[src/sv/assert_macros.svh]
// Assertion helpers used by the RTL.
`ifndef ASSERT_MACROS_SVH
`define ASSERT_MACROS_SVH

// Clocked check, off while in reset.
`define AWB_ASSERT(lbl, prop, msg) \
    lbl: assert property (@(posedge aclk) disable iff (!aresetn) prop) else $error(msg);

// Condition that must never be seen at a clock edge.
`define AWB_NEVER(lbl, expr, msg) \
    lbl: assert property (@(posedge aclk) disable iff (!aresetn) !(expr)) else $error(msg);

`endif

[src/sv/gwawb_pkg.sv]
package gwawb_pkg;

    typedef enum logic [1:0] {
        ST_IDLE,
        ST_DIV,
        ST_NORM,
        ST_WAIT
    } state_t;

    // input opcodes
    localparam logic OP_FRAME_END = 1'b0;
    localparam logic OP_START     = 1'b1;

    // register indexes (paddr[2])
    localparam logic REG_TARGET_PIPE     = 1'b0;
    localparam logic REG_UPDATE_INTERVAL = 1'b1;

    localparam logic [1:0]  TARGET_PIPE_RST = 2'd1;
    localparam logic [15:0] INTERVAL_RST    = 16'd1;

    // gain coding
    localparam int          FRAC_BITS    = 8;      // 128 scale plus one rounding bit
    localparam logic [7:0]  QS_LIMIT     = 8'd254; // 2 * 127
    localparam logic [7:0]  QS_ALL_ONES  = 8'hFF;
    localparam logic [7:0]  MULT_SAT_THR = 8'd253;
    localparam logic [6:0]  MULT_MAX     = 7'd127;
    localparam logic [2:0]  SHIFT_MAX    = 3'd7;
    localparam logic [2:0]  UNITY_SHIFT  = 3'd1;
    localparam logic [6:0]  UNITY_MULT   = 7'd64;

endpackage

[src/sv/gray_world_awb_gain_calc.sv]
// Gray-world white balance gain calculator. Each input word is a frame-end
// event (opcode 0) or a start event (opcode 1, clears the frame counter).
// Frame ends from pipes other than target_pipe are dropped. Counted frame
// ends advance a 16-bit frame counter; when it reaches update_interval the
// counter clears and, if the red, green and blue sums are all nonzero, one
// result word is produced with red and blue gains (green/2)/red and
// (green/2)/blue coded as shift (0..7) and multiplier (0..127), where
// gain ~= mult * 2^shift / 128; green always reads shift 1, mult 64.
// Only the low STAT_WIDTH bits of each sum are used. Words that do not
// trigger an update leave the input side ready. An update runs both gains
// through one shared restoring divider that retires one quotient bit per
// cycle, followed by a shift search that tests one shift per cycle, from
// shift 0 up to 7 at most, for each gain. The input side is ready again
// once the result sits in the output register; a finished result waits
// there for m_ready.
`include "assert_macros.svh"

module gray_world_awb_gain_calc #(
    parameter int STAT_WIDTH = 32
) (
    input  logic        aclk,
    input  logic        aresetn,
    // input words
    input  logic        s_valid,
    output logic        s_ready,
    input  logic        s_opcode,
    input  logic [1:0]  s_pipe_id,
    input  logic [31:0] s_sum_red,
    input  logic [31:0] s_sum_green,
    input  logic [31:0] s_sum_blue,
    // result words
    output logic        m_valid,
    input  logic        m_ready,
    output logic [2:0]  m_red_shift,
    output logic [6:0]  m_red_mult,
    output logic [2:0]  m_green_shift,
    output logic [6:0]  m_green_mult,
    output logic [2:0]  m_blue_shift,
    output logic [6:0]  m_blue_mult,
    // config port
    input  logic        psel,
    input  logic        penable,
    input  logic        pwrite,
    input  logic [2:0]  paddr,
    input  logic [31:0] pwdata,
    output logic [31:0] prdata,
    output logic        pready
);

    localparam int W  = STAT_WIDTH;
    localparam int FB = gwawb_pkg::FRAC_BITS;
    localparam int QW = W + FB - 1;        // numerator (g>>1)<<8 width
    localparam int CW = $clog2(QW);

    gwawb_pkg::state_t state_reg, state_next;

    // config
    logic [1:0]    target_pipe_reg;
    logic [15:0]   interval_reg;
    logic [15:0]   fc_reg, fc_next;

    // datapath
    logic [W-2:0]  num_reg,  num_next;    // green >> 1
    logic [W-1:0]  den_reg,  den_next;    // current divisor
    logic [W-1:0]  blue_reg, blue_next;
    logic [QW-1:0] nq_reg,   nq_next;     // numerator out / quotient in
    logic [W-1:0]  rem_reg,  rem_next;
    logic [CW-1:0] bit_cnt_reg, bit_cnt_next;
    logic [2:0]    step_reg, step_next;
    logic          sticky_reg, sticky_next;
    logic          gain_sel_reg, gain_sel_next;   // 0 red, 1 blue
    logic [2:0]    red_shift_reg, red_shift_next;
    logic [6:0]    red_mult_reg,  red_mult_next;
    logic [2:0]    blue_shift_reg, blue_shift_next;
    logic [6:0]    blue_mult_reg,  blue_mult_next;

    // output register
    logic          m_valid_reg, m_valid_next;
    logic [2:0]    o_red_shift_reg,  o_red_shift_next;
    logic [6:0]    o_red_mult_reg,   o_red_mult_next;
    logic [2:0]    o_blue_shift_reg, o_blue_shift_next;
    logic [6:0]    o_blue_mult_reg,  o_blue_mult_next;

    logic          accept;
    logic          go;
    logic          div_last;
    logic          norm_done;
    logic          slot_free;
    logic [W-1:0]  r_in, g_in, b_in;
    logic [15:0]   fc_inc;

    // divider step
    logic [W:0]    rem_sh;
    logic [W:0]    diff;
    logic          qbit;

    // shift search
    logic          hi_zero;
    logic [7:0]    lo;
    logic          sticky_eff;
    logic          fits;
    logic          sat;
    logic [8:0]    lo_inc;
    logic [6:0]    mult_cur;

    assign pready  = 1'b1;
    assign s_ready = (state_reg == gwawb_pkg::ST_IDLE);
    assign accept  = s_valid && s_ready;

    assign r_in = s_sum_red[W-1:0];
    assign g_in = s_sum_green[W-1:0];
    assign b_in = s_sum_blue[W-1:0];
    assign fc_inc = fc_reg + 16'd1;

    // update due with usable sums
    assign go = accept && (s_opcode == gwawb_pkg::OP_FRAME_END)
             && (s_pipe_id == target_pipe_reg) && !(fc_inc < interval_reg)
             && (r_in != '0) && (g_in != '0) && (b_in != '0);

    assign div_last  = (bit_cnt_reg == CW'(QW - 1));
    assign slot_free = !m_valid_reg || m_ready;

    // restoring division, one quotient bit per cycle
    assign rem_sh = {rem_reg, nq_reg[QW-1]};
    assign diff   = rem_sh - {1'b0, den_reg};
    assign qbit   = !diff[W];

    // nq holds Q >> s; x = Q/2^(s+1) must not exceed 127
    assign hi_zero    = ~|nq_reg[QW-1:8];
    assign lo         = nq_reg[7:0];
    assign sticky_eff = sticky_reg || (rem_reg != '0);
    assign fits       = hi_zero && (lo != gwawb_pkg::QS_ALL_ONES)
                     && !((lo == gwawb_pkg::QS_LIMIT) && sticky_eff);
    assign norm_done  = fits || (step_reg == gwawb_pkg::SHIFT_MAX);
    assign sat        = !hi_zero || (lo >= gwawb_pkg::MULT_SAT_THR);
    assign lo_inc     = {1'b0, lo} + 9'd1;
    assign mult_cur   = sat ? gwawb_pkg::MULT_MAX : lo_inc[7:1];

    // next state
    always_comb begin
        state_next = state_reg;
        unique case (state_reg)
            gwawb_pkg::ST_IDLE: begin
                if (go) state_next = gwawb_pkg::ST_DIV;
            end
            gwawb_pkg::ST_DIV: begin
                if (div_last) state_next = gwawb_pkg::ST_NORM;
            end
            gwawb_pkg::ST_NORM: begin
                if (norm_done) begin
                    state_next = gain_sel_reg ? gwawb_pkg::ST_WAIT : gwawb_pkg::ST_DIV;
                end
            end
            gwawb_pkg::ST_WAIT: begin
                if (slot_free) state_next = gwawb_pkg::ST_IDLE;
            end
            default: state_next = gwawb_pkg::ST_IDLE;
        endcase
    end

    // datapath and outputs
    always_comb begin
        fc_next           = fc_reg;
        num_next          = num_reg;
        den_next          = den_reg;
        blue_next         = blue_reg;
        nq_next           = nq_reg;
        rem_next          = rem_reg;
        bit_cnt_next      = bit_cnt_reg;
        step_next         = step_reg;
        sticky_next       = sticky_reg;
        gain_sel_next     = gain_sel_reg;
        red_shift_next    = red_shift_reg;
        red_mult_next     = red_mult_reg;
        blue_shift_next   = blue_shift_reg;
        blue_mult_next    = blue_mult_reg;
        m_valid_next      = m_valid_reg && !m_ready;
        o_red_shift_next  = o_red_shift_reg;
        o_red_mult_next   = o_red_mult_reg;
        o_blue_shift_next = o_blue_shift_reg;
        o_blue_mult_next  = o_blue_mult_reg;

        unique case (state_reg)
            gwawb_pkg::ST_IDLE: begin
                if (accept) begin
                    if (s_opcode == gwawb_pkg::OP_START) begin
                        fc_next = '0;
                    end else if (s_pipe_id == target_pipe_reg) begin
                        fc_next = (fc_inc < interval_reg) ? fc_inc : 16'd0;
                    end
                end
                if (go) begin
                    num_next      = g_in[W-1:1];
                    den_next      = r_in;
                    blue_next     = b_in;
                    nq_next       = {g_in[W-1:1], {FB{1'b0}}};
                    rem_next      = '0;
                    bit_cnt_next  = '0;
                    step_next     = '0;
                    sticky_next   = 1'b0;
                    gain_sel_next = 1'b0;
                end
            end
            gwawb_pkg::ST_DIV: begin
                rem_next     = qbit ? diff[W-1:0] : rem_sh[W-1:0];
                nq_next      = {nq_reg[QW-2:0], qbit};
                bit_cnt_next = bit_cnt_reg + CW'(1);
            end
            gwawb_pkg::ST_NORM: begin
                if (norm_done) begin
                    if (!gain_sel_reg) begin
                        red_shift_next = step_reg;
                        red_mult_next  = mult_cur;
                        // reload the divider for blue
                        den_next       = blue_reg;
                        nq_next        = {num_reg, {FB{1'b0}}};
                        rem_next       = '0;
                        bit_cnt_next   = '0;
                        step_next      = '0;
                        sticky_next    = 1'b0;
                        gain_sel_next  = 1'b1;
                    end else begin
                        blue_shift_next = step_reg;
                        blue_mult_next  = mult_cur;
                    end
                end else begin
                    nq_next     = {1'b0, nq_reg[QW-1:1]};
                    sticky_next = sticky_reg || nq_reg[0];
                    step_next   = step_reg + 3'd1;
                end
            end
            gwawb_pkg::ST_WAIT: begin
                if (slot_free) begin
                    m_valid_next      = 1'b1;
                    o_red_shift_next  = red_shift_reg;
                    o_red_mult_next   = red_mult_reg;
                    o_blue_shift_next = blue_shift_reg;
                    o_blue_mult_next  = blue_mult_reg;
                end
            end
            default: ;
        endcase
    end

    always_ff @(posedge aclk) begin
        if (!aresetn) begin
            state_reg       <= gwawb_pkg::ST_IDLE;
            fc_reg          <= '0;
            m_valid_reg     <= 1'b0;
            target_pipe_reg <= gwawb_pkg::TARGET_PIPE_RST;
            interval_reg    <= gwawb_pkg::INTERVAL_RST;
        end else begin
            state_reg   <= state_next;
            fc_reg      <= fc_next;
            m_valid_reg <= m_valid_next;
            if (psel && penable && pwrite && pready) begin
                unique case (paddr[2])
                    gwawb_pkg::REG_TARGET_PIPE:     target_pipe_reg <= pwdata[1:0];
                    gwawb_pkg::REG_UPDATE_INTERVAL: interval_reg    <= pwdata[15:0];
                    default: ;
                endcase
            end
        end
    end

    // payload, no reset
    always_ff @(posedge aclk) begin
        num_reg          <= num_next;
        den_reg          <= den_next;
        blue_reg         <= blue_next;
        nq_reg           <= nq_next;
        rem_reg          <= rem_next;
        bit_cnt_reg      <= bit_cnt_next;
        step_reg         <= step_next;
        sticky_reg       <= sticky_next;
        gain_sel_reg     <= gain_sel_next;
        red_shift_reg    <= red_shift_next;
        red_mult_reg     <= red_mult_next;
        blue_shift_reg   <= blue_shift_next;
        blue_mult_reg    <= blue_mult_next;
        o_red_shift_reg  <= o_red_shift_next;
        o_red_mult_reg   <= o_red_mult_next;
        o_blue_shift_reg <= o_blue_shift_next;
        o_blue_mult_reg  <= o_blue_mult_next;
    end

    // register readback
    always_comb begin
        prdata = '0;
        unique case (paddr[2])
            gwawb_pkg::REG_TARGET_PIPE:     prdata = {30'd0, target_pipe_reg};
            gwawb_pkg::REG_UPDATE_INTERVAL: prdata = {16'd0, interval_reg};
            default: prdata = '0;
        endcase
    end

    assign m_valid       = m_valid_reg;
    assign m_red_shift   = o_red_shift_reg;
    assign m_red_mult    = o_red_mult_reg;
    assign m_green_shift = gwawb_pkg::UNITY_SHIFT;
    assign m_green_mult  = gwawb_pkg::UNITY_MULT;
    assign m_blue_shift  = o_blue_shift_reg;
    assign m_blue_mult   = o_blue_mult_reg;

    // partial remainder stays below the divisor while a gain is in work
    `AWB_NEVER(a_rem_below_den, ((state_reg == gwawb_pkg::ST_DIV) || (state_reg == gwawb_pkg::ST_NORM)) && !(rem_reg < den_reg), "remainder not below divisor")
    // a new result word is loaded only out of the wait state
    `AWB_ASSERT(a_out_from_wait, $rose(m_valid_reg) |-> ($past(state_reg) == gwawb_pkg::ST_WAIT), "result loaded outside wait state")
    // shift search ends by the largest shift
    `AWB_ASSERT(a_norm_bounded, ((state_reg == gwawb_pkg::ST_NORM) && (step_reg == gwawb_pkg::SHIFT_MAX)) |=> (state_reg != gwawb_pkg::ST_NORM) || (step_reg == 3'd0), "shift search overran")

endmodule
[config.mk]
export PLATFORM = sky130hd
export DESIGN_NAME = gray_world_awb_gain_calc
export DESIGN_NICKNAME = d
export VERILOG_FILES = /design/src/sv/gwawb_pkg.sv /design/src/sv/gray_world_awb_gain_calc.sv
export VERILOG_INCLUDE_DIRS = /design/src /design/src/sv
export SDC_FILE = /design/constraint.sdc
export NUM_CORES = 1
export LEC_CHECK = 0
export ABC_AREA = 1
export ABC_CLOCK_PERIOD_IN_PS = 7410
export BUFFER_PORTS_ARGS = -buffer_cell sky130_fd_sc_hd__buf_2
export CORE_ASPECT_RATIO = 1.75
export CORE_MARGIN = 2
export CORE_UTILIZATION = 60
export CTS_BUF_LIST = sky130_fd_sc_hd__clkbuf_8
export DETAILED_ROUTE_END_ITERATION = 7
export PLACE_DENSITY_LB_ADDON = 0.08
export SLEW_MARGIN = 20
export SYNTH_ARGS = -nofsm -noshare
export SYNTH_HDL_FRONTEND = slang
export SYNTH_SLANG_ARGS = --single-unit
[constraint.sdc]
create_clock -name aclk -period 7.41 [get_ports aclk]
set_clock_uncertainty 0.1 [all_clocks]
set_input_delay 1.1115 -clock aclk [delete_from_list [all_inputs] [get_ports aclk]]
set_output_delay 1.1115 -clock aclk [all_outputs]
set_load 0.1 [all_outputs]
Word level (Yosys, flattened, before mapping)

Cells that the tools add are included.

Order comparisons: 2
Shifts and indexed selects: 0
Equal/unequal tests: 14
Div/mod/pow operators: 0
Reductions and logical operators: 46
Multiplexer cells: 40
Bitwise operators: 3
Add/subtract/negate cells: 5
$mul: 0

Operators with widths:

| operator                                                         | number |
|---|---|
| 32-bit two-way mux                                               | 7 |
| 32-bit case mux with 2 select lines                              | 2 |
| 32-bit nonzero test                                              | 4 |
| 39-bit two-way mux                                               | 3 |
| 39-bit case mux with 3 select lines                              | 1 |
| 32-bit case mux with 3 select lines                              | 1 |
| 16-bit two-way mux                                               | 3 |
| 33-bit by 32-bit subtractor with 33-bit output                   | 1 |
| 31-bit OR reduction                                              | 1 |
| 6-bit two-way mux                                                | 3 |
| 6-bit case mux with 3 select lines                               | 1 |
| 3-bit AND reduction                                              | 6 |
| 16-bit by 1-bit adder with 16-bit output (second input constant) | 1 |
| 16-bit less-than comparator                                      | 1 |
| 1-bit logical AND                                                | 13 |
| 4-bit AND reduction                                              | 3 |
| 2-bit two-way mux                                                | 5 |
| 3-bit two-way mux                                                | 3 |
| 8-bit by 1-bit adder with 8-bit output (second input constant)   | 1 |
| 8-bit == test (second input constant)                            | 1 |
| 8-bit >= comparator (second input constant)                      | 1 |
| 2-bit != test (second input constant)                            | 4 |
| 8-bit != test (second input constant)                            | 1 |
| 2-bit case mux with 4 select lines                               | 1 |
| 20 further kinds                                                 | 42 |

Bits in read-only memories: 0
Register bits after elaboration: 254
Memories kept: 0
Output and inout bits: 65
Bits in latches: 0
Bits of input ports: 141
RAM bits: 0

Longest topological paths before layout

Gate-level depths: netlist (run 1).

Depth after elaboration: 10
Mapped depth: 20
Gate-level depth less buffers: 20

Worst setup path before layout (run 1)

No wires, ideal clock.

Kind: register -> register
Start point: reg fc_reg[0]
End point: reg bit_cnt_reg[0] (enable)
Stages on the path, launching flop included: 18
Data arrival time: 5.017 ns
Slack: 1.813 ns
Required time: 6.830 ns
Buffers on the path: 0
Cell sequence: dfxtp_1 -> ha_1 -> nand3_1 -> nor2_1 -> nand3b_1 -> nor3_1 -> nand3_1 -> xor2_1 -> inv_1 -> ha_1 -> nand2_1 -> nor4_1 -> nand2_1 -> nand2_1 -> nand2_1 -> nand2_1 -> nand2_1 -> nor3_1

Cells in the longest elaborated chain, start to end: 9

RTL lines:

| item                                                      | line                            | text |
|---|---|---|
| start, declared                                           | gray_world_awb_gain_calc.sv:60  | `logic [15:0] fc_reg, fc_next;` |
| start signal, assigned                                    | gray_world_awb_gain_calc.sv:254 | `fc_reg <= fc_next;` |
| 16-bit by 1-bit adder with 16-bit output                  | gray_world_awb_gain_calc.sv:113 | `assign fc_inc = fc_reg + 16'd1;` |
| 16-bit less-than comparator                               | gray_world_awb_gain_calc.sv:117 | `&& (s_pipe_id == target_pipe_reg) && !(fc_inc < interval_reg)` |
| 1-bit zero test                                           | gray_world_awb_gain_calc.sv:117 |  |
| 1-bit logical AND                                         | gray_world_awb_gain_calc.sv:117 |  |
| 1-bit logical AND (3 in series)                           | gray_world_awb_gain_calc.sv:118 | `&& (r_in != '0) && (g_in != '0) && (b_in != '0);` |
| 2-bit by 1-bit != test with 1-bit output (no source line) | -                               |  |
| 4-bit AND reduction (no source line)                      | -                               |  |
| end signal, assigned                                      | gray_world_awb_gain_calc.sv:273 | `bit_cnt_reg <= bit_cnt_next;` |
| end, declared                                             | gray_world_awb_gain_calc.sv:68  | `logic [CW-1:0] bit_cnt_reg, bit_cnt_next;` |

No other way between the ends.
A chain may end at the register's enable or synchronous reset.

Final worst setup path (run 1)

Start point: reg fc_reg[0]
End point: reg nq_reg[31] (enable)

Cells in the longest elaborated chain, start to end: 9

RTL lines:

| item                                                      | line                            | text |
|---|---|---|
| 16-bit by 1-bit adder with 16-bit output                  | gray_world_awb_gain_calc.sv:113 |  |
| 16-bit less-than comparator                               | gray_world_awb_gain_calc.sv:117 |  |
| 1-bit zero test                                           | gray_world_awb_gain_calc.sv:117 |  |
| 1-bit logical AND                                         | gray_world_awb_gain_calc.sv:117 |  |
| 1-bit logical AND (3 in series)                           | gray_world_awb_gain_calc.sv:118 |  |
| 2-bit by 1-bit != test with 1-bit output (no source line) | -                               |  |
| 3-bit AND reduction (no source line)                      | -                               |  |
| end signal, assigned                                      | gray_world_awb_gain_calc.sv:271 | `nq_reg <= nq_next;` |
| end, declared                                             | gray_world_awb_gain_calc.sv:66  | `logic [QW-1:0] nq_reg, nq_next;` |

No other way between the ends.

==> results of run 1 <==
==> path summary, 6_finish.rpt <==
check                        end  cells after the start              from  slack, ps
setup reg to reg      nq_reg[31]                     18         fc_reg[0]       3260
setup / recovery      nq_reg[31]                     18         fc_reg[0]       3260
hold reg to reg   m_red_shift[1]                      0  red_shift_reg[1]        310
hold / removal    m_red_shift[1]                      0  red_shift_reg[1]        310
==> area by class of cell <==
| type | instances | area [um2] |
|---|---|---|
| inverter | 236 | 888 |
| timing repair buffer | 167 | 873 |
| multi-input combinational | 1187 | 5980 |
| clock inverter | 26 | 181 |
| fill | 2076 | 7720 |
| sequential | 254 | 7260 |
| tap | 308 | 385 |
| antenna | 7 | 17.5 |
| clock buffer | 39 | 537 |
==> report_power, final <==
group	leakage (nW)	switching, W	internal (W)
sequential	2.32	0.000158	0.00192
clock	0.405	0.000525	0.000591
combinational	4.24	0.00167	0.000741
total	6.97	0.00236	0.00325
==> layout by cell type (no fill, tap or decap), types with 23 or more instances in the layout <==
master    netlist  layout
edfxtp_1      217     217
o21ai_0        75      75
nand4_1        24      24
dfxtp_1        37      37
a21oi_1       119     118
inv_1         232     243
buf_2          12     160
clkbuf_8        0      39
nand2_1       413     413
ha_1           60      58
nand3_1       108     108
xor2_1         23      23
nor2_1        219     218
conb_1          2      27
==> layer usage <==
metal	wire length (um)	vias up	part of all wire (%)
li1	-	5946	-
met1	13500	5536	37
met2	19200	356	53
met3	1760	106	4.8
met4	1910	2	5.3
met5	12	-	0.033
==> through the flow <==
stage	utilization (%)	setup WS [ps]	instances	instance area, um2
after floorplan	-	1810	1753	14500
after global placement	64.4	3090	2151	15300
after detailed placement	64.5	3280	2152	15400
after CTS	67.5	3260	2217	16100
after global routing	67.6	2820	2222	16100
final	67.6	3260	2224	16100
==> Yosys cell counts (all sizes together) <==
library cell / count / area (um2)
buf: 47 / 324
nor3: 21 / 120
a21boi: 1 / 7.51
conb: 2 / 7.51
a21o: 1 / 7.51
nand2: 421 / 1610
or2: 6 / 37.5
inv: 234 / 881
a31oi: 2 / 12.5
o21ai: 84 / 420
o211ai: 2 / 15.0
nor4: 5 / 31.3
o21a: 2 / 15.0
edfxtp: 217 / 6520
nand4: 24 / 150
a211oi: 1 / 7.51
o22ai: 5 / 31.3
a22oi: 1 / 7.51
dfxtp: 37 / 741
fa: 1 / 20.0
nand3: 111 / 578
nor2: 233 / 910
ha: 60 / 751
and2: 1 / 6.26
clkinv: 2 / 7.51
o21bai: 4 / 30.0
a21oi: 123 / 631
nor3b: 3 / 22.5
clkbuf: 29 / 109
nand3b: 10 / 75.1
xor2: 23 / 201
xnor2: 15 / 131
==> logic make-up after synthesis <==
kind of cell | count (synthesis)
AND/OR/NAND/NOR | 835
buffers and inverters | 312
flip-flops | 254
AO/OA/AOI/OAI | 226
adder cells (fa/ha/maj) | 61
XOR/XNOR | 38
other | 2
==> worst register-to-register path: stages, from the launching register on <==
cell	delay [ps]
dfxtp_1	440
ha_1	230
nand3_1	120
nor2_1	140
nand3b_1	120
nor3_1	300
nand3_1	140
xor2_1	150
inv_1	90
ha_1	280
nand2_1	70
nor4_1	220
nand2_1	80
nand2_1	140
nand2_1	150
nand2_1	170
nand2_1	120
nor2_4	550
buf_16	250
==> impl_metrics.toml, run 1 <==
[clock_network]
tritoncts.num_buffers = 38
max-clock-path-buffers = 3
hold_buffers = 0
clock_pin_transition_on_the_worst_setup_and_hold_timing_paths_ps = 60
clk-insertion-delay-late_ps = 560
post_cts_resized = 0
cts-root-buf = "clkbuf_8"
post_cts_buffers = 0
cts_tree = "done"
number_of_levels_the_h_tree_was_split_into = 2
tritoncts_num_sinks = 254

[cells_and_area]
final_nets = 2086
largest_register_ffs = 39
ratio_of_cells_with_drive_above_1_in_the_final_layout_pct = 13.6
areaGrowthSynthToFinish_pct = 11.8

[drt]
vias_per_cell = 5.37
routed_wire_length_per_instance_um = 16.4
drtIter0Drc = 721
detailedRoute.firstPassIterationCount = 5
vias = 11946
drtAntennaViolNets = 0
finalWirelength_um = 36500
drc = 0

[floorplanning]
rows = 75
die-width_um = 121
floorplan.initialDensity_pct = 60.5
die_area_um2 = 25300
die_h_um = 209
io_pins = 206
fp.coreArea_um2 = 23800

[pwr]
power-per-cell-area_nw_per_um2 = 348
peakVddDrop_v = 0.000218
power.total_w = 0.00561
p_leak_nw = 6.97

[setup_path]
cp_data_arrival_time_ps = 4320
crit_type = "reg -> reg"
crit_end_element = "flip-flop"
critical_path.top_delay_family = "simple AND/OR/NAND/NOR gates"
slowest_stage = "nor2_4"
critical_path_required_ps = 7570
crit_chain = "ha_1 > nand3_1 > nor2_1 > nand3b_1 > nor3_1 > nand3_1 > xor2_1 > inv_1 > ha_1 > nand2_1 > nor4_1 > nand2_1 > nand2_1 > nand2_1 > nand2_1 > nand2_1 > nor2_4 > buf_16"
critical_path.startpoint_type = "flip-flop"
crit_path_frequent_cell = "nand2_1"
cpPeakStageDelay_ps = 550
worstPathBufferInverterCount = 2
cp_max_fo = 21

[synthesis]
synthesis.area_per_instance_um2 = 8.34
synthAdderAreaFrac_pct = 5.35
synthMuxAreaShare_pct = 0
distinct_cell_type_count_after_synthesis = 46
synthesis.instances = 1728
yosys.area_share.simple_pct = 24.6
synth_top_family_by_area = "simple AND/OR/NAND/NOR gates"
fraction_of_synthesized_cell_area_in_xor_and_xnor_cells_pct = 2.31
synth_warnings = 0
synth_seq_cells = 254
synth-seq-area-share_pct = 50.3
syn-cell-area_um2 = 14400
synth-compound-area-share_pct = 8.22

[grt]
grt_max_degree = 77
grt_pass1_vias = 11899
grt_overflow_total = 0
grt_first_pass_wirelength_um = 58200
grt_util_met3_pct = 4.23
met2_usage_pct = 53.1
grt_util_met1_pct = 32.8
grt-busiest-layer = "met2"
antenna_found_initial = 7
grtUsageTotal_pct = 29.3

[timing]
headroom_to_the_max_slew_limit_pct = 32.2
tightestPinTransition_ps = 1020
grt_setup_unrepaired = "false"
report.final.slew_viol_count = 0
finalHoldViolCount = 0
setup_viol = 0
max_freq_mhz = 241
setup_tns_ps = 0
hold_ws_ps = 313
min_period_ps = 4150
share_of_the_cycle_needed_by_the_critical_path_after_routing_pct = 56.0

[placed_design]
globalplace.congestion = 0.958
place_hpwl_um = 27300
portBuffers = 160

[flow_run]
cap_viol_max_count = 0

[worst_hold_path]
worst_min_delay_path_class = "reg -> reg"

[run_status]
run_status = "completed"
Note: power is estimated with default switching activity, not from simulation.
==> inputs of run 2 (changes only) <==
--- a/config.mk
+++ b/config.mk
@@ -7,7 +7,7 @@
 export NUM_CORES = 1
 export LEC_CHECK = 0
 export ABC_AREA = 1
-export ABC_CLOCK_PERIOD_IN_PS = 7410
+export ABC_CLOCK_PERIOD_IN_PS = 4040
 export BUFFER_PORTS_ARGS = -buffer_cell sky130_fd_sc_hd__buf_2
 export CORE_ASPECT_RATIO = 1.75
 export CORE_MARGIN = 2
==> constraint.sdc (replaced) <==
create_clock -name aclk -period 4.04 [get_ports aclk]
set_clock_uncertainty 0.1 [all_clocks]
set_input_delay 0.606 -clock aclk [delete_from_list [all_inputs] [get_ports aclk]]
set_output_delay 0.606 -clock aclk [all_outputs]
set_load 0.1 [all_outputs]
==> run 2 against run 1 <==
  * Combinational power rose by 87%
  * Register-to-register slack got worse by 3000 ps
  * Critical path depth rose by 1
  * Highest routed layer is now met4
==> impl_metrics.toml, run 2 (synthesis gave the netlist of run 1 again) <==
[setup_path]
cp_max_fo = 10
crit_path_frequent_cell = "nand2_1"
critical_path.startpoint_type = "flip-flop"
rr_startpoint = "fc_reg[0]"
worstPathBufferInverterCount = 4
slowest_stage = "dfxtp_2"
crit_chain = "ha_1 > nand3_1 > nor2_1 > inv_1 > nor2_1 > inv_1 > nor4_2 > xor2_1 > ha_1 > nand2_1 > nor4_2 > nand2_1 > nand2_1 > nand2_1 > nand2_2 > nand2_2 > nor3_4 > buf_4 > clkbuf_16"
cpPeakStageDelay_ps = 380
critical_path.top_delay_family = "simple AND/OR/NAND/NOR gates"
crit_end_element = "flip-flop"
regToRegSetupSlack_ps = 300
critical_path_required_ps = 4190
crit_type = "reg -> reg"
regToRegEndpoint = "rem_reg[30]"
cp_data_arrival_time_ps = 3890
timing.reg2reg.worst_path_depth = 19

[grt]
grt_first_pass_wirelength_um = 56300
grt_max_degree = 83
grt_overflow_total = 0
antenna_found_initial = 1
grt_pass1_vias = 11535
grtUsageTotal_pct = 28.5

[drt]
finalWirelength_um = 36400
routed_wire_length_per_instance_um = 16.3
vias_per_cell = 5.38
drtIter0Drc = 730
drtAntennaViolNets = 0
drc = 0
detailedRoute.firstPassIterationCount = 6
vias = 11993

[floorplanning]
fp.coreArea_um2 = 23800
rows = 75
die_area_um2 = 25300
die-width_um = 121
floorplan.initialDensity_pct = 60.5
io_pins = 206
die_h_um = 209

[cells_and_area]
areaGrowthSynthToFinish_pct = 12.7
largest_register_ffs = 39
final_nets = 2098
ratio_of_cells_with_drive_above_1_in_the_final_layout_pct = 14.4
layout.cells.most_common = "nand2_1"
num-fill-cells = 2115
layout.cells.most_common_list = "411 x nand2_1, 244 x inv_1, 218 x nor2_1, 217 x edfxtp_1, 160 x buf_2"
finish.cell_count_without_fillers = 2230

[clock_network]
number_of_levels_the_h_tree_was_split_into = 2
tritoncts_num_sinks = 254
tritoncts.num_buffers = 37
cts-root-buf = "clkbuf_8"
clk-insertion-delay-late_ps = 560
cts_tree = "done"
max-clock-path-buffers = 3
clock_pin_transition_on_the_worst_setup_and_hold_timing_paths_ps = 60

[pwr]
peakVddDrop_v = 0.000356
power-per-cell-area_nw_per_um2 = 632
p_leak_nw = 7.05

[timing]
tightestPinTransition_ps = 846
setup_tns_ps = 0
hold_ws_ps = 144
report.final.slew_viol_count = 0
finalHoldViolCount = 0
post-route-worst-setup-slack_ps = 298
setup_viol = 0
share_of_the_cycle_needed_by_the_critical_path_after_routing_pct = 92.6
headroom_to_the_max_slew_limit_pct = 43.5
max_freq_mhz = 267
min_period_ps = 3740

[worst_hold_path]
hold_path_end = "blue_reg[6]"
hold_path_depth = 1
worst_min_delay_path_class = "in -> reg"
worstHoldStart = "s_sum_blue[6]"

[placed_design]
place_inst = 2161
dp_worst_setup_slack_ps = 114
place_hpwl_um = 27300
globalplace.congestion = 0.966
portBuffers = 160

[flow_run]
cap_viol_max_count = 0

[run_status]
run_status = "completed"
==> run 2: power by group <==
group	internal (W)	switching, W
clock network	0.000999	0.000963
registers	0.00351	0.000287
logic	0.00145	0.00307
==> run 2: timing repair <==
action,in CTS,in global routing
setup buffers,0,2
hold buffers,0,0
setup endpoints to repair,0,113
gates resized for setup,0,7
==> run 2: per-stage QoR <==
step / utilization (%) / cell area (um2) / total power, W
floorplan: - / 14500 / 0.00712
global placement: 64.9 / 15500 / 0.00817
detailed placement: 64.9 / 15500 / 0.00823
CTS: 67.8 / 16200 / 0.0102
global route: 68.1 / 16200 / 0.0110
finish: 68.2 / 16200 / 0.0103
==> run 2: per-layer routing <==
metal	global-route usage (%)	share of wire [%]
met3	3.22	4.6
met4	14.1	4.8
met5	0	0
met2	51.9	53
met1	32.6	37
==> run 2: worst reg2reg max path, cell delays in order, from the launching register on <==
cell       delay [ps]
dfxtp_2           380
ha_1              210
nand3_1           120
nor2_1            160
inv_1              70
nor2_1            170
inv_1              80
nor4_2            180
xor2_1            150
ha_1              290
nand2_1            80
nor4_2            280
nand2_1            80
nand2_1           120
nand2_1           160
nand2_2           140
nand2_2           110
nor3_4            210
buf_4             170
clkbuf_16         170
==> run 2: worst max-delay path by stage <==
| stage | startpoint | end | slack [ps] | cells past startpoint |
|---|---|---|---|---|
| detailed placement | fc_reg[0] | rem_reg[11] | 110 | 18 |
| global route | fc_reg[0] | rem_reg[17] | -30 | 19 |
| floorplan | fc_reg[0] | blue_reg[0] | 110 | 15 |
| global placement | fc_reg[0] | rem_reg[13] | 200 | 18 |
| CTS | fc_reg[0] | rem_reg[30] | 40 | 18 |
| finish | fc_reg[0] | rem_reg[30] | 300 | 19 |
==> run 2: layout make-up <==
cell class                 count  area (um2)  area share (%)
sequential                   254        7260            44.7
clock buffer                  38         523            3.22
multi-input combinational   1187        6010            37.0
antenna                        2        5.00          0.0308
tap                          308         385            2.37
inverter                     236         888            5.47
timing repair buffer         180        1020            6.29
clock inverter                25         153           0.940
==> inputs of run 3 (changes only) <==
--- a/config.mk
+++ b/config.mk
@@ -6,12 +6,11 @@
 export SDC_FILE = /design/constraint.sdc
 export NUM_CORES = 1
 export LEC_CHECK = 0
-export ABC_AREA = 1
 export ABC_CLOCK_PERIOD_IN_PS = 4040
 export BUFFER_PORTS_ARGS = -buffer_cell sky130_fd_sc_hd__buf_2
 export CORE_ASPECT_RATIO = 1.75
 export CORE_MARGIN = 2
-export CORE_UTILIZATION = 60
+export CORE_UTILIZATION = 55
 export CTS_BUF_LIST = sky130_fd_sc_hd__clkbuf_8
 export DETAILED_ROUTE_END_ITERATION = 7
 export PLACE_DENSITY_LB_ADDON = 0.08
==> run 3 against run 2 <==
  * Sequential cell count is the same
  * Via count shrank 19%
  * Largest power group is now sequential cells
  * Power shrank 21%
  * Critical endpoint is now rem_reg[10]
  * Largest cell class unchanged
  * Critical path depth shrank 6
  * Wire length shrank 13%
  * Count of clock-buffer cells in the layout grew 2
  * Clock power is essentially flat
  * Utilization shrank 3.9 points
==> impl_metrics.toml, run 3 <==
[run_status]
run_status = "completed"

[timing]
headroom_to_the_max_slew_limit_pct = 37.5
report.final.slew_viol_count = 0
setup_tns_ps = 0
grt_setup_unrepaired = "false"
min_period_ps = 3820
finalHoldViolCount = 0
hold_ws_ps = 139
tightestPinTransition_ps = 933
max_freq_mhz = 262
setup_viol = 0
share_of_the_cycle_needed_by_the_critical_path_after_routing_pct = 94.6

[grt]
grt-busiest-layer = "met2"
grt_util_met3_pct = 4.36
antenna_found_initial = 3
grt_overflow_total = 0
grt_util_met1_pct = 27.3
grtUsageTotal_pct = 25.1
met2_usage_pct = 45.7
grt_max_degree = 79
grt_first_pass_wirelength_um = 50100
grt_pass1_vias = 9982

[setup_path]
critical_path_required_ps = 4340
regToRegEndpoint = "rem_reg[10]"
timing.reg2reg.worst_path_depth = 13
crit_end_element = "flip-flop"
slowest_stage = "a2111oi_4"
cpPeakStageDelay_ps = 460
crit_type = "reg -> reg"
rr_startpoint = "nq_reg[38]"
regToRegSetupSlack_ps = 220
cp_max_fo = 28
cp_data_arrival_time_ps = 4120
critical_path.startpoint_type = "flip-flop"
crit_chain = "inv_1 > ha_1 > fa_1 > nand2b_1 > a211oi_2 > o21bai_2 > a2111oi_4 > o311a_4 > o22ai_4 > xor2_2 > buf_12 > or3b_1 > a21boi_1"

[pwr]
cell_internal_pwr_w = 0.00527
share_seq_of_total_power_pct = 43.0
peakVddDrop_v = 0.000360
sw_frac_of_total_pct = 35.0
comb_power_share_pct = 32.5
net-switching-power_w = 0.00284
pwr-share-clk_pct = 24.5
power-per-cell-area_nw_per_um2 = 525
p_leak_nw = 5.88

[floorplanning]
rows = 75
io_pins = 206
floorplan.initialDensity_pct = 56.3
fp.coreArea_um2 = 24000
die_area_um2 = 25900
die-width_um = 123
die_h_um = 211

[drt]
vias_per_cell = 5.69
drc = 0
drtAntennaViolNets = 0
routed_wire_length_per_instance_um = 18.7
finalWirelength_um = 31800
drtIter0Drc = 643
vias = 9678
detailedRoute.firstPassIterationCount = 5

[cells_and_area]
num-fill-cells = 2007
seq_area_um2 = 7260
largest_register_ffs = 39
layout.cells.most_common = "edfxtp_1"
areaGrowthSynthToFinish_pct = 14.2
layout.cells.most_common_list = "217 x edfxtp_1, 160 x buf_2, 108 x nand2_1, 74 x inv_1, 64 x mux2_2"
multi_input_comb_area_um2 = 5840
final_nets = 1564
ratio_of_cells_with_drive_above_1_in_the_final_layout_pct = 23.8

[worst_hold_path]
worst_min_delay_path_class = "in -> reg"
worstHoldStart = "s_sum_blue[12]"
hold_path_end = "blue_reg[12]"
hold_path_depth = 1

[clock_network]
number_of_levels_the_h_tree_was_split_into = 2
hold_buffers = 0
post_cts_resized = 0
cts_tree = "done"
max-clock-path-buffers = 3
tritoncts.num_buffers = 38
cts-root-buf = "clkbuf_8"
clock_pin_transition_on_the_worst_setup_and_hold_timing_paths_ps = 60
tritoncts_num_sinks = 254
post_cts_buffers = 0
clk-insertion-delay-late_ps = 560

[synthesis]
ys_async_sr_fraction_pct = 0
synth-seq-area-share_pct = 53.7
distinct_cell_type_count_after_synthesis = 66
synth_top_area_cell = "edfxtp_1"
synthTopCellsByArea = "edfxtp_1 48%, ha_1 5.6%, dfxtp_1 5.5%"
synthesis.area_per_instance_um2 = 11.3
synth_seq_cells = 254
yosys_most_used_dff = "edfxtp_1"
synth_top_area_share_pct = 48.2
synthesis.instances = 1197
synth.most_common_cell = "edfxtp_1"
syn-cell-area_um2 = 13500
synth.cells.most_frequent = "217 x edfxtp_1, 108 x nand2_1, 64 x mux2_2"
synth_warnings = 0
number_of_synthesized_flops_with_an_enable_pin = 217

[placed_design]
place_hpwl_um = 23300
globalplace.congestion = 0.896
portBuffers = 160

[flow_run]
cap_viol_max_count = 0
==> run 3: cell types whose count changed in the layout (fill, tap and decap cells not counted), moves of 19 or more <==
| cell | previous run | this run |
|---|---|---|
| mux2_2 | 0 | 64 |
| inv_1 | 244 | 74 |
| a21boi_1 | 0 | 25 |
| nand2_1 | 411 | 108 |
| a22oi_1 | 1 | 46 |
| a21oi_1 | 118 | 62 |
| nor2b_1 | 0 | 31 |
| and2_1 | 1 | 20 |
| nand3_1 | 108 | 33 |
| nor2_1 | 218 | 58 |
| nor4_1 | 3 | 42 |
| o21ai_0 | 75 | 22 |
==> run 3: kinds of logic after synthesis <==
| kind of cell | Yosys count | share of synthesized area, % |
|---|---|---|
| other cells | 2 | 0.0556 |
| flops | 254 | 53.7 |
| fa+ha+maj | 61 | 5.70 |
| buf+inv | 140 | 4.87 |
| xor+xnor | 45 | 2.97 |
| mux | 67 | 5.55 |
| simple gates | 382 | 14.4 |
| compound gates | 246 | 12.7 |
==> run 3: final cells by class <==
cell class | instances | area share, %
Sequential cell | 254 | 47.0
Multi-Input combinational cell | 828 | 37.9
Timing Repair Buffer | 178 | 6.55
Clock buffer | 40 | 3.57
Tap cell | 308 | 2.50
Inverter | 62 | 1.51
Clock inverter | 28 | 0.940
Antenna cell | 3 | 0.0486
==> run 3: per-layer routing <==
metal / routed length [um] / vias to the layer above
met5: 0 / -
met4: 1570 / 0
met3: 1400 / 85
met2: 17200 / 241
met1: 11600 / 4640
li1: - / 4712
==> run 3: worst max-delay path by stage <==
stage / depth (start not counted) / end / startpoint / slack, ps
after global placement: 13 / rem_reg[10] / nq_reg[38] / 300
after detailed placement: 13 / rem_reg[10] / nq_reg[38] / 230
after global routing: 13 / rem_reg[0] / nq_reg[38] / 1
after CTS: 13 / rem_reg[10] / nq_reg[38] / 220
after floorplan: 13 / bit_cnt_reg[0] / fc_reg[2] / -1380
final: 13 / rem_reg[10] / nq_reg[38] / 220
==> run 3: worst max-delay path, delay by kind of cell, from the launching register on <==
kind                       cells  cell delay [ps]
buffers and inverters          2              310
xor gates and xnor gates       1              220
DFF                            1              380
and+or+nand+nor                2              610
AOI/OAI and AO/OA              6             1440
adders and majority gates      2              600
==> run 3: metrics by stage <==
stage	total power (W)	setup WS, ps	area [um2]	cells	utilization, %
global placement	0.00610	304	14700	1630	61.3
floorplan	0.00545	-1380	13700	1222	-
global route	0.00856	1.40	15400	1700	64.2
finish	0.00810	217	15400	1701	64.3
CTS	0.00815	215	15400	1698	64.2
detailed placement	0.00615	230	14700	1630	61.3
==> run 3: power groups by stage <==
| stage | sequential [W] | clock [W] | combinational (W) |
|---|---|---|---|
| 6_report | 0.00348 | 0.00199 | 0.00263 |
| 3_3_place_gp | 0.00353 | 0 | 0.00257 |
| 2_1_floorplan | 0.00345 | 0 | 0.00200 |
| 4_1_cts | 0.00348 | 0.00204 | 0.00263 |
| 5_1_grt | 0.00351 | 0.00213 | 0.00291 |
| 3_5_place_dp | 0.00353 | 0 | 0.00262 |
